===== src/rtl/floating_strip_charge_share_core_macros.svh =====
// Assertion macros shared by the RTL.
`ifndef FLOATING_STRIP_CHARGE_SHARE_CORE_MACROS_SVH
`define FLOATING_STRIP_CHARGE_SHARE_CORE_MACROS_SVH

// Check that holds at every edge outside reset.
`define FSCS_ASSERT_ALWAYS(lbl, clk, rstn, expr, msg) \
    lbl: assert property (@(posedge clk) disable iff (!rstn) (expr)) else $error(msg);

// Check that a condition implies a consequence in the next cycle.
`define FSCS_ASSERT_NEXT(lbl, clk, rstn, ante, cons, msg) \
    lbl: assert property (@(posedge clk) disable iff (!rstn) (ante) |=> (cons)) else $error(msg);

`endif


===== src/rtl/fscs_pkg.sv =====
`default_nettype none

package fscs_pkg;

    localparam int unsigned EW = 24;
    localparam logic [EW-1:0] E_MAX = {EW{1'b1}};
    // ceil(2^25 / 3): exact floor(x/3) for x < 2^25
    localparam logic [23:0] DIV3_MUL = 24'hAAAAAB;
    localparam int unsigned DIV3_SHIFT = 25;

    // Divisor code d selects a division by 2*d (d = 1..3).
    localparam logic [1:0] DIV_BY_2 = 2'd1;
    localparam logic [1:0] DIV_BY_4 = 2'd2;
    localparam logic [1:0] DIV_BY_6 = 2'd3;

    typedef struct packed {
        logic [EW-1:0] x;
        logic [1:0]    code;
    } t_div_req;

    function automatic logic [EW-1:0] sat_add(input logic [EW-1:0] a, input logic [EW-1:0] b);
        logic [EW:0] s;
        s = {1'b0, a} + {1'b0, b};
        return s[EW] ? E_MAX : s[EW-1:0];
    endfunction

endpackage

`default_nettype wire


===== src/rtl/fscs_div_unit.sv =====
`default_nettype none

module fscs_div_unit (
    input  wire logic                        i_clk,
    input  wire fscs_pkg::t_div_req          i_req,
    output logic [fscs_pkg::EW-1:0]          o_quot
);

    logic [fscs_pkg::EW-2:0]          half;
    logic [fscs_pkg::EW-2+24:0]       prod;
    logic [fscs_pkg::EW-1:0]          n_quot;

    assign half = i_req.x[fscs_pkg::EW-1:1];
    assign prod = 47'(half) * 47'(fscs_pkg::DIV3_MUL);

    always_comb begin
        case (i_req.code)
            fscs_pkg::DIV_BY_2: n_quot = {1'b0, i_req.x[fscs_pkg::EW-1:1]};
            fscs_pkg::DIV_BY_4: n_quot = {2'b00, i_req.x[fscs_pkg::EW-1:2]};
            fscs_pkg::DIV_BY_6: n_quot = fscs_pkg::EW'(prod >> fscs_pkg::DIV3_SHIFT);
            default:            n_quot = i_req.x;
        endcase
    end

    always_ff @(posedge i_clk) begin
        o_quot <= n_quot;
    end

endmodule

`default_nettype wire


===== src/rtl/floating_strip_charge_share_core.sv =====
// Floating-strip charge sharing. Strip energies arrive one per beat, ladder by ladder, in
// groups of JUMP strips (one read-out strip, then JUMP-1 floating strips); one result beat
// per closed group carries the read-out strip's shared energy. All shares are computed by
// a single divide-by-2/4/6 unit (reciprocal multiply for the /6 case, registered result)
// under a small sequencer: a read-out or zero floating strip is taken at once, a nonzero
// floating strip has its share divided and then accumulated, and a group that closes
// divides and accumulates in turn the shares of the n nonzero floating strips that it
// holds (n <= JUMP-1) before its result beat. The input is not ready while a beat is
// being worked on, or while a closed group waits for the output register to free.
`default_nettype none

`include "floating_strip_charge_share_core_macros.svh"

module floating_strip_charge_share_core #(
    parameter int unsigned JUMP              = 3,
    parameter int unsigned STRIPS_PER_LADDER = 384,
    parameter int unsigned LADDERS_PER_ROW   = 4,
    parameter int unsigned NUM_LADDERS       = 256
) (
    input  wire logic        i_clk,
    input  wire logic        i_rst_n,
    input  wire logic        i_s_tvalid,
    output logic             o_s_tready,
    input  wire logic [23:0] i_s_tdata,   // [23:0] strip_energy
    input  wire logic        i_s_tlast,   // frame_end
    output logic             o_m_tvalid,
    input  wire logic        i_m_tready,
    output logic [47:0]      o_m_tdata,   // [7:0] ladder_index, [16:8] strip_index,
                                          // [40:17] shared_energy, [47:41] zero
    output logic             o_m_tlast    // last_of_frame
);

    localparam int unsigned EW    = fscs_pkg::EW;
    localparam int unsigned SW    = $clog2(STRIPS_PER_LADDER);
    localparam int unsigned LW    = (NUM_LADDERS > 1) ? $clog2(NUM_LADDERS) : 1;
    localparam int unsigned RW    = (LADDERS_PER_ROW > 1) ? $clog2(LADDERS_PER_ROW) : 1;
    localparam int unsigned PW    = $clog2(JUMP);
    localparam int unsigned NSLOT = JUMP - 1;
    localparam int unsigned SLW   = (NSLOT > 1) ? $clog2(NSLOT) : 1;

    typedef enum logic [6:0] {
        S_IDLE = 7'b0000001,
        S_LDIV = 7'b0000010,
        S_LACC = 7'b0000100,
        S_RDIV = 7'b0001000,
        S_RACC = 7'b0010000,
        S_RFIN = 7'b0100000,
        S_EMIT = 7'b1000000
    } t_state;

    t_state r_state, n_state;

    logic [SW-1:0] r_strip, n_strip;
    logic [LW-1:0] r_ladder, n_ladder;
    logic [RW-1:0] r_rowpos, n_rowpos;
    logic [PW-1:0] r_pos, n_pos;
    logic [PW-1:0] r_cnt, n_cnt;
    logic [PW-1:0] r_s, n_s;

    logic [EW-1:0] r_active, n_active;
    logic [EW-1:0] r_carry, n_carry;
    logic [EW-1:0] r_right, n_right;
    logic [EW-1:0] r_e, n_e;
    logic [EW-1:0] r_buf [NSLOT];

    logic          r_fend, n_fend;
    logic          r_grp_end, n_grp_end;
    logic          r_row_end, n_row_end;
    logic [7:0]    r_lad_q, n_lad_q;
    logic [8:0]    r_strip_q, n_strip_q;

    logic          r_ovalid, n_ovalid;
    logic [7:0]    r_olad, n_olad;
    logic [8:0]    r_ostrip, n_ostrip;
    logic [EW-1:0] r_oen, n_oen;
    logic          r_olast, n_olast;

    logic          accept;
    logic          ladder_end;
    logic          ladder_last;
    logic          grp_end;
    logic          row_end;
    logic          buf_we;
    logic [SW-1:0] strip_base;
    logic [EW-1:0] quot;
    logic [EW-1:0] right_sum;
    fscs_pkg::t_div_req div_req;

    fscs_div_unit u_div (
        .i_clk  (i_clk),
        .i_req  (div_req),
        .o_quot (quot)
    );

    assign o_s_tready  = (r_state == S_IDLE);
    assign accept      = i_s_tvalid && o_s_tready;
    assign ladder_end  = (r_strip >= SW'(STRIPS_PER_LADDER - 1));
    assign ladder_last = (r_ladder >= LW'(NUM_LADDERS - 1));
    assign grp_end     = (r_pos >= PW'(JUMP - 1)) || ladder_end || i_s_tlast;
    assign row_end     = i_s_tlast ||
                         (ladder_end && ((r_rowpos == RW'(LADDERS_PER_ROW - 1)) || ladder_last));
    assign strip_base  = r_strip - SW'(r_pos);
    assign right_sum   = fscs_pkg::sat_add(r_right, quot);

    always_comb begin
        if (r_state == S_RDIV) begin
            div_req.x    = r_buf[r_s[SLW-1:0]];
            div_req.code = 2'(r_cnt - r_s);
        end else begin
            div_req.x    = r_e;
            div_req.code = 2'(r_cnt);
        end
    end

    always_comb begin
        n_state   = r_state;
        n_strip   = r_strip;
        n_ladder  = r_ladder;
        n_rowpos  = r_rowpos;
        n_pos     = r_pos;
        n_cnt     = r_cnt;
        n_s       = r_s;
        n_active  = r_active;
        n_carry   = r_carry;
        n_right   = r_right;
        n_e       = r_e;
        n_fend    = r_fend;
        n_grp_end = r_grp_end;
        n_row_end = r_row_end;
        n_lad_q   = r_lad_q;
        n_strip_q = r_strip_q;
        n_ovalid  = r_ovalid && !i_m_tready;
        n_olad    = r_olad;
        n_ostrip  = r_ostrip;
        n_oen     = r_oen;
        n_olast   = r_olast;
        buf_we    = 1'b0;

        case (r_state)
            S_IDLE: begin
                if (accept) begin
                    n_e       = i_s_tdata;
                    n_fend    = i_s_tlast;
                    n_grp_end = grp_end;
                    n_row_end = row_end;
                    n_lad_q   = 8'(r_ladder);
                    n_strip_q = 9'(strip_base);
                    n_s       = '0;
                    n_right   = '0;

                    if (r_pos == '0) begin
                        n_active = fscs_pkg::sat_add(i_s_tdata, r_carry);
                        n_carry  = '0;
                        n_cnt    = '0;
                        n_state  = grp_end ? S_EMIT : S_IDLE;
                    end else if (i_s_tdata != '0 && r_cnt < PW'(JUMP - 1)) begin
                        buf_we  = 1'b1;
                        n_cnt   = r_cnt + 1'b1;
                        n_state = S_LDIV;
                    end else if (grp_end) begin
                        n_state = (r_cnt == '0) ? S_EMIT : S_RDIV;
                    end

                    if (i_s_tlast) begin
                        n_strip  = '0;
                        n_ladder = '0;
                        n_rowpos = '0;
                        n_pos    = '0;
                    end else if (ladder_end) begin
                        n_strip  = '0;
                        n_ladder = ladder_last ? '0 : r_ladder + 1'b1;
                        n_rowpos = (ladder_last || r_rowpos == RW'(LADDERS_PER_ROW - 1)) ?
                                   '0 : r_rowpos + 1'b1;
                        n_pos    = '0;
                    end else begin
                        n_strip = r_strip + 1'b1;
                        n_pos   = grp_end ? '0 : r_pos + 1'b1;
                    end
                end
            end
            S_LDIV: begin
                n_state = S_LACC;
            end
            S_LACC: begin
                n_active = fscs_pkg::sat_add(r_active, quot);
                n_state  = r_grp_end ? S_RDIV : S_IDLE;
            end
            S_RDIV: begin
                n_state = S_RACC;
            end
            S_RACC: begin
                n_right = right_sum;
                n_s     = r_s + 1'b1;
                n_state = (r_s + 1'b1 == r_cnt) ? S_RFIN : S_RDIV;
            end
            S_RFIN: begin
                if (r_row_end) begin
                    n_active = fscs_pkg::sat_add(r_active, r_right);
                end else begin
                    n_carry = r_right;
                end
                n_state = S_EMIT;
            end
            S_EMIT: begin
                if (!r_ovalid || i_m_tready) begin
                    n_ovalid = 1'b1;
                    n_olad   = r_lad_q;
                    n_ostrip = r_strip_q;
                    n_oen    = r_active;
                    n_olast  = r_fend;
                    n_cnt    = '0;
                    if (r_fend) begin
                        n_active = '0;
                        n_carry  = '0;
                    end
                    n_state = S_IDLE;
                end
            end
            default: begin
                n_state = S_IDLE;
            end
        endcase
    end

    always_ff @(posedge i_clk) begin
        if (!i_rst_n) begin
            r_state  <= S_IDLE;
            r_strip  <= '0;
            r_ladder <= '0;
            r_rowpos <= '0;
            r_pos    <= '0;
            r_cnt    <= '0;
            r_s      <= '0;
            r_active <= '0;
            r_carry  <= '0;
            r_ovalid <= 1'b0;
        end else begin
            r_state  <= n_state;
            r_strip  <= n_strip;
            r_ladder <= n_ladder;
            r_rowpos <= n_rowpos;
            r_pos    <= n_pos;
            r_cnt    <= n_cnt;
            r_s      <= n_s;
            r_active <= n_active;
            r_carry  <= n_carry;
            r_ovalid <= n_ovalid;
        end
    end

    always_ff @(posedge i_clk) begin
        r_right   <= n_right;
        r_e       <= n_e;
        r_fend    <= n_fend;
        r_grp_end <= n_grp_end;
        r_row_end <= n_row_end;
        r_lad_q   <= n_lad_q;
        r_strip_q <= n_strip_q;
        r_olad    <= n_olad;
        r_ostrip  <= n_ostrip;
        r_oen     <= n_oen;
        r_olast   <= n_olast;
        if (buf_we) begin
            r_buf[r_cnt[SLW-1:0]] <= i_s_tdata;
        end
    end

    assign o_m_tvalid = r_ovalid;
    assign o_m_tdata  = {7'b0, r_oen, r_ostrip, r_olad};
    assign o_m_tlast  = r_olast;

    `FSCS_ASSERT_ALWAYS(a_cnt_range, i_clk, i_rst_n, r_cnt <= PW'(JUMP - 1),
        "slot count overflow")
    `FSCS_ASSERT_ALWAYS(a_rdiv_slot, i_clk, i_rst_n, !(r_state == S_RDIV) || (r_s < r_cnt),
        "right share slot out of range")
    `FSCS_ASSERT_NEXT(a_frame_clear, i_clk, i_rst_n, accept && i_s_tlast,
        r_strip == '0 && r_ladder == '0 && r_pos == '0, "position not cleared at frame end")

endmodule

`default_nettype wire

===== config.mk =====
export PLATFORM = sky130hd
export DESIGN_NAME = floating_strip_charge_share_core
export DESIGN_NICKNAME = d
export VERILOG_FILES = /design/src/rtl/fscs_pkg.sv /design/src/rtl/fscs_div_unit.sv /design/src/rtl/floating_strip_charge_share_core.sv
export VERILOG_INCLUDE_DIRS = /design/src /design/src/rtl
export SDC_FILE = /design/constraint.sdc
export NUM_CORES = 1
export LEC_CHECK = 0
export ABC_AREA = 1
export BUFFER_PORTS_ARGS = -buffer_cell sky130_fd_sc_hd__buf_2
export CAP_MARGIN = 20
export CORE_AREA = 2 2 317 319
export CTS_CLUSTER_SIZE = 14
export DETAILED_ROUTE_END_ITERATION = 12
export DIE_AREA = 0 0 319 321
export GPL_TIMING_DRIVEN = 0
export PLACE_DENSITY = 0.5
export SLEW_MARGIN = 20
export SYNTH_ARGS = -nofsm -noshare
export SYNTH_HDL_FRONTEND = slang
export SYNTH_SLANG_ARGS = --single-unit

===== constraint.sdc =====
create_clock -name i_clk -period 21.7 [get_ports i_clk]
set_clock_uncertainty 0.2 [all_clocks]
set_input_delay 4.34 -clock i_clk [delete_from_list [all_inputs] [get_ports i_clk]]
set_output_delay 4.34 -clock i_clk [all_outputs]
set_load 0.02 [all_outputs]

# Word-level counts from Yosys, hierarchy flattened
# Memories as Yosys holds them, arrays and structs flattened. A register that Yosys moved wholly into a read port is not among the register bits.
# Index checks and enable logic that the tools add are counted.
dict set report classes {
  multipliers 1
  n_eq_ne 20
  magnitude_cmp 4
  n_addsub 12
  reduce_logical 27
  muxes 56
}
# op count
set ops {}
lappend ops {{2-to-1 mux 24 bit} 13}
lappend ops {{one-hot mux 24 bit (3 select lines)} 2}
lappend ops {{adder 24 x 24 -> 25 bit} 4}
lappend ops {{one-hot mux 24 bit (4 select lines)} 1}
lappend ops {{2-to-1 mux 7 bit} 7}
lappend ops {{one-hot mux 7 bit (7 select lines)} 1}
lappend ops {{one-hot mux 24 bit (2 select lines)} 1}
lappend ops {{multiplier 23 x 24 -> 47 bit (second input constant)} 1}
lappend ops {{2-to-1 mux 26 bit} 1}
lappend ops {{2-to-1 mux 8 bit} 3}
lappend ops {{nonzero test 24 bit} 1}
lappend ops {{2-to-1 mux 2 bit} 11}
lappend ops {{2-to-1 mux 9 bit} 2}
lappend ops {{AND reduction 6 bit} 2}
lappend ops {{2-to-1 mux 1 bit} 10}
lappend ops {{adder 9 x 1 -> 9 bit (second input constant)} 1}
lappend ops {{>= comparator 9 bit (second input constant)} 1}
lappend ops {{subtractor 9 x 2 -> 9 bit} 1}
lappend ops {{adder 2 x 1 -> 2 bit (second input constant)} 4}
lappend ops {{adder 8 x 1 -> 8 bit (second input constant)} 1}
lappend ops {{>= comparator 8 bit (second input constant)} 1}
lappend ops {{inequality test 2 bit (second input constant)} 4}
lappend ops {{one-hot mux 2 bit (2 select lines)} 2}
lappend ops {{equality test 7 x 1 -> 1 bit (second input constant)} 1}
lappend ops {{27 further kinds} 44}
dict set report totals {
  mem_count 1
  regBits 215
  wordCells 143
  ramBits 48
  in_bits 29
}
# name depth word_bits rd rd_clocked_by_memory_dff write_ports line_no
set memory_table {}
lappend memory_table {r_buf 2 24 1 1 1 floating_strip_charge_share_core.sv:64} ;# logic [EW-1:0] r_buf [NSLOT];

# Longest topological paths before layout
dict set report depth {
  ltp_word 8
  mapped_depth 34
  mapped_depth_nobuf 33
}

# Hierarchy
# From an unflattened synthesis, not the netlist that was laid out.
dict set report hier_totals {
  hier_cells 3688
  hier_area_um2 26519.2
}
# module n_inst seq_area_each_um2 cells_each area_each_um2
set by_module_without_submodules {}
lappend by_module_without_submodules {floating_strip_charge_share_core 1 6386.1 2290 16589.7}
lappend by_module_without_submodules {fscs_div_unit 1 480.5 1398 9929.5}

# Least setup slack after synthesis
# OpenSTA, ideal clock, no wires.
dict set report synth_path {
  path_kind {register -> register}
  from {register r_state[0]}
  to {register u_div.o_quot[15] (netlist name)}
  path_slack_ns 14.853
  arrival_ns 6.521
  required_time_ns 21.374
  path_stages_with_launch 31
  setup_ns 0.126
  path_buffers 2
  synth_period_minus_slack_ns 6.847
  path_cell_list {dfxtp_1 -> inv_1 -> nand2_1 -> nor2_2 -> nand2_2 -> inv_2 -> buf_2 -> buf_1 -> a31oi_1 -> ha_1 -> inv_1 -> fa_1 -> fa_1 -> fa_1 -> inv_1 -> ha_1 -> a21o_1 -> fa_1 -> fa_1 -> ha_1 -> nand2_1 -> nor2_1 -> nand2_1 -> nor4_1 -> nand2_1 -> o21ai_0 -> nor2_1 -> o21ai_0 -> nand2_1 -> nand3_1 -> nand4_1}
}
dict set report synth_between {
  elab_chain_cells 4
  elab_cells_between_ends 7
}
# item line_no
set synth_rtl {}
lappend synth_rtl {{start: declaration} floating_strip_charge_share_core.sv:51} ;# t_state r_state, n_state;
lappend synth_rtl {{start signal: assignment} floating_strip_charge_share_core.sv:238} ;# r_state <= n_state;
lappend synth_rtl {{equality test 7 x 4 -> 1 bit (*)} floating_strip_charge_share_core.sv:106} ;# if (r_state == S_RDIV) begin
lappend synth_rtl {{2-to-1 mux 26 bit (*)} floating_strip_charge_share_core.sv:106}
lappend synth_rtl {{multiplier 23 x 24 -> 47 bit (tied with other cells)} fscs_div_unit.sv:14} ;# assign prod = 47'(half) * 47'(fscs_pkg::DIV3_MUL);
lappend synth_rtl {{one-hot mux 24 bit (3 select lines) (*)} fscs_div_unit.sv:17} ;# case (i_req.code)
lappend synth_rtl {{via u_div.n_quot (one bit)} fscs_div_unit.sv:11} ;# logic [fscs_pkg::EW-1:0] n_quot;
lappend synth_rtl {{end signal: assignment} fscs_div_unit.sv:26} ;# o_quot <= n_quot;
lappend synth_rtl {{end: declaration} fscs_div_unit.sv:6} ;# output logic [fscs_pkg::EW-1:0] o_quot
# The timed path passes the listed nets; every way through them passes the cells marked *.
# A chain may end at the register's enable or synchronous reset.

# Worst setup path in the final report
dict set report layout_path {
  from {register r_state[0]}
  to {register u_div.o_quot[5] (netlist name)}
}
# Same word-level chain as after synthesis.

==> qor.txt <==
==============================================================================
Number of buffers created by CTS ................................           30
Result of the run ............................................... complete, no violations
Count of different cell masters after synthesis .................           57
Commonest non-fill, non-tap cells in the layout ................. 672 x sky130_fd_sc_hd__nand2_1, 481 x sky130_fd_sc_hd__inv_1, 290 x sky130_fd_sc_hd__ha_1, 253 x sky130_fd_sc_hd__nor2_1, 234 x sky130_fd_sc_hd__a21oi_1
Vias per Instance ...............................................         4.63
DIE AREA ........................................................   102000 µm²
Worst Path Required .............................................     22000 ps
Post-route clock period utilization .............................        43.2%
Post-synthesis cell area ........................................    24500 µm²
Initial antenna violation count .................................            1
Count of instances resized after the clock tree is built ........            0
Via total after detailed routing ................................        21200
CP peak stage delay .............................................       870 ps
DR iter-0 viols .................................................         1492
Sort of element at the end of the critical path .................    flip-flop
Clock sink count ................................................          264
Reg clk slew, reported paths ....................................        60 ps
Maximum count of clock buffers along a single path ..............            3
Post-layout utilization of the core .............................        28.1%
Smallest setup slack after layout ...............................     12330 ps
CTS tree ........................................................        built
Quantity of hold-fixing buffers added after cts .................            0
Number of buffers added on ports ................................           72
Die height ......................................................       321 µm
Number of global-route vias before repair .......................        20800
Count of synthesis-stage warnings from yosys ....................            0
Hold WC Path Type ............................................... flip-flop to flip-flop
Fmax ............................................................      107 MHz
Detail Placement HPWL ...........................................     68800 µm
Residual overflow from global routing ...........................            0
Overall routed net length .......................................     81700 µm
Slack of the worst reg-to-reg path ..............................     12330 ps
Number of buffers inserted to repair setup after CTS ............            0
DRC violation count after routing ...............................            0
Async SR Flop Fraction ..........................................           0%
Most common flop cell mapped by yosys ........................... sky130_fd_sc_hd__edfxtp_1
H-tree level count ..............................................            1
Post-synth top area cell ........................................ sky130_fd_sc_hd__edfxtp_1
Max-slew violations .............................................            0
Width of the die ................................................       319 µm
Pre-CTS worst setup slack .......................................     12540 ps
Initial cell density of the core ................................        24.7%
Worst slew slack as a fraction of its limit .....................        34.6%
Average cell area after synthesis ...............................     7.86 µm²
Startpoint types ................................................    flip-flop
Flop and latch count out of synthesis ...........................          264
Top-area cell type share of the netlist area ....................        19.3%
CP Max Fanout ...................................................           10
Cell mode on critical path ...................................... sky130_fd_sc_hd__fa_1
Clock latency reported for the late side of the worst-skew pair .       610 ps
Most common cell after layout, fill and taps aside .............. sky130_fd_sc_hd__nand2_1
Post-layout instance area .......................................    27900 µm²
Core Rows .......................................................          116
Placed standard-cell area .......................................    26800 µm²
RePlAce Congestion ..............................................        0.957
Final setup viols ...............................................            0
Minimum period implied by the final worst setup slack ...........      9370 ps
Routed length per instance ......................................      17.9 µm
Max Cap Violations ..............................................            0
Arrival @ worst endpoint ........................................      9680 ps
Highest-delay cell along the critical path ...................... sky130_fd_sc_hd__fa_1
Setup total negative slack ......................................         0 ps
Pin count of the biggest net entering global routing ............           53
Global-route usage over all layers ..............................        15.8%
Core region area ................................................    99300 µm²
Wire length of the first global-routing pass ....................    124000 µm
Critical path start-end classification .......................... flip-flop to flip-flop
Sequential cell area fraction in the yosys report ...............        28.0%
Fraction of layout cells with a size suffix above 1 .............        6.79%
Final Hold Vio Count ............................................            0
Number of nets with antenna violations after detailed routing ...            0
First-pass iteration count of the detailed router ...............            5
Worst slew pin tran .............................................       976 ps
Mapped Cells ....................................................         3124
Post-synth EDFFs ................................................          158
Boundary pin count ..............................................           80
Cell chosen for the clock root .................................. sky130_fd_sc_hd__clkbuf_16
Area growth syn-to-layout .......................................        13.8%
Largest cells by area after synthesis ........................... sky130_fd_sc_hd__edfxtp_1 19%, sky130_fd_sc_hd__ha_1 15%, sky130_fd_sc_hd__fa_1 12%
Number of nets in the layout ....................................         3711
Setup repair after global routing missed its margin .............           no
==============================================================================
flip-flops by register name (all words and copies together), names as in the netlist, 2 cells and up, named ones only:
register / count
r_active: 24
r_olad: 8
r_oen: 24
r_carry: 24
r_strip: 9
r_cnt: 2
r_ladder: 8
r_s: 2
u_div.o_quot: 24
r_buf: 48
r_ostrip: 9
r_lad_q: 8
r_e: 24
r_right: 24
r_strip_q: 9
r_state: 7
r_pos: 2
r_rowpos: 2
Yosys cell counts, drive strengths merged (4+ instances only):
cell type / number
fa: 145
o21ai: 165
or2: 17
clkbuf: 30
xor2: 44
buf: 29
dfxtp: 106
nand2: 675
o21bai: 24
edfxtp: 158
nor2: 263
a221oi: 5
a31oi: 35
nand3b: 13
o21a: 13
nor4: 17
nand4: 53
xnor2: 28
inv: 490
a211oi: 10
a21oi: 234
nand3: 186
nor3: 45
a21o: 17
a21boi: 8
ha: 290
o31ai: 4
cell type report:
| type | count | area (µm²) |
|---|---|---|
| fill | 10900 | 71300 |
| multi-input combinational | 2317 | 15700 |
| sequential | 264 | 6870 |
| inverter | 490 | 1840 |
| tap | 1298 | 1620 |
| clock buffer | 44 | 947 |
| timing repair buffer | 85 | 552 |
| buffer | 59 | 277 |
| clock inverter | 12 | 136 |
| antenna | 1 | 2.50 |
layer usage:
layer | wire length [µm] | vias up | GRT usage, %
li1 | - | 10600 | -
met2 | 36200 | 568 | 25.7
met3 | 4940 | 77 | 2.27
met1 | 38800 | 9888 | 22.3
met4 | 1790 | 0 | 3.01
met5 | 0 | - | 0
critical path, delay by kind of cell (launching register included):
kind / cells / cell delay (ps)
AND/OR/NAND/NOR: 7 / 910
AO/OA/AOI/OAI: 4 / 1820
XOR/XNOR: 1 / 170
flip-flops: 1 / 320
adder cells (fa/ha/maj): 8 / 4360
buffers and inverters: 7 / 1500
final timing paths:
| check | from | end | depth (start not counted) |
|---|---|---|---|
| max reg2reg | r_state[0]$_SDFFE_PN1P_ | u_div.o_quot[5]$_DFF_P_ | 27 |
| max | r_state[0]$_SDFFE_PN1P_ | u_div.o_quot[5]$_DFF_P_ | 27 |
| min reg2reg | r_lad_q[7]$_DFFE_PP_ | r_olad[7]$_DFFE_PP_ | 0 |
| min | r_lad_q[7]$_DFFE_PP_ | r_olad[7]$_DFFE_PP_ | 0 |
cell families after synthesis:
group	Yosys count	share of synthesized area, %
AO/OA/AOI/OAI	526	11.9
adder cells (fa/ha/maj)	435	26.6
AND/OR/NAND/NOR	1276	22.2
XOR/XNOR	72	2.57
flip-flops	264	28.0
buffers and inverters	549	8.64
other	1	0.0153
multiplexers	1	0.0408
stage by stage:
step,hold WS [ps],instances
CTS,219,4569
finish,216,4570
floorplan,200,3130
detailed placement,205,4513
global route,227,4569
global placement,208,4500
Power is left out: the tool's default activity adds up to more than one toggle a clock period on the data nets, which glitch-free logic cannot reach.
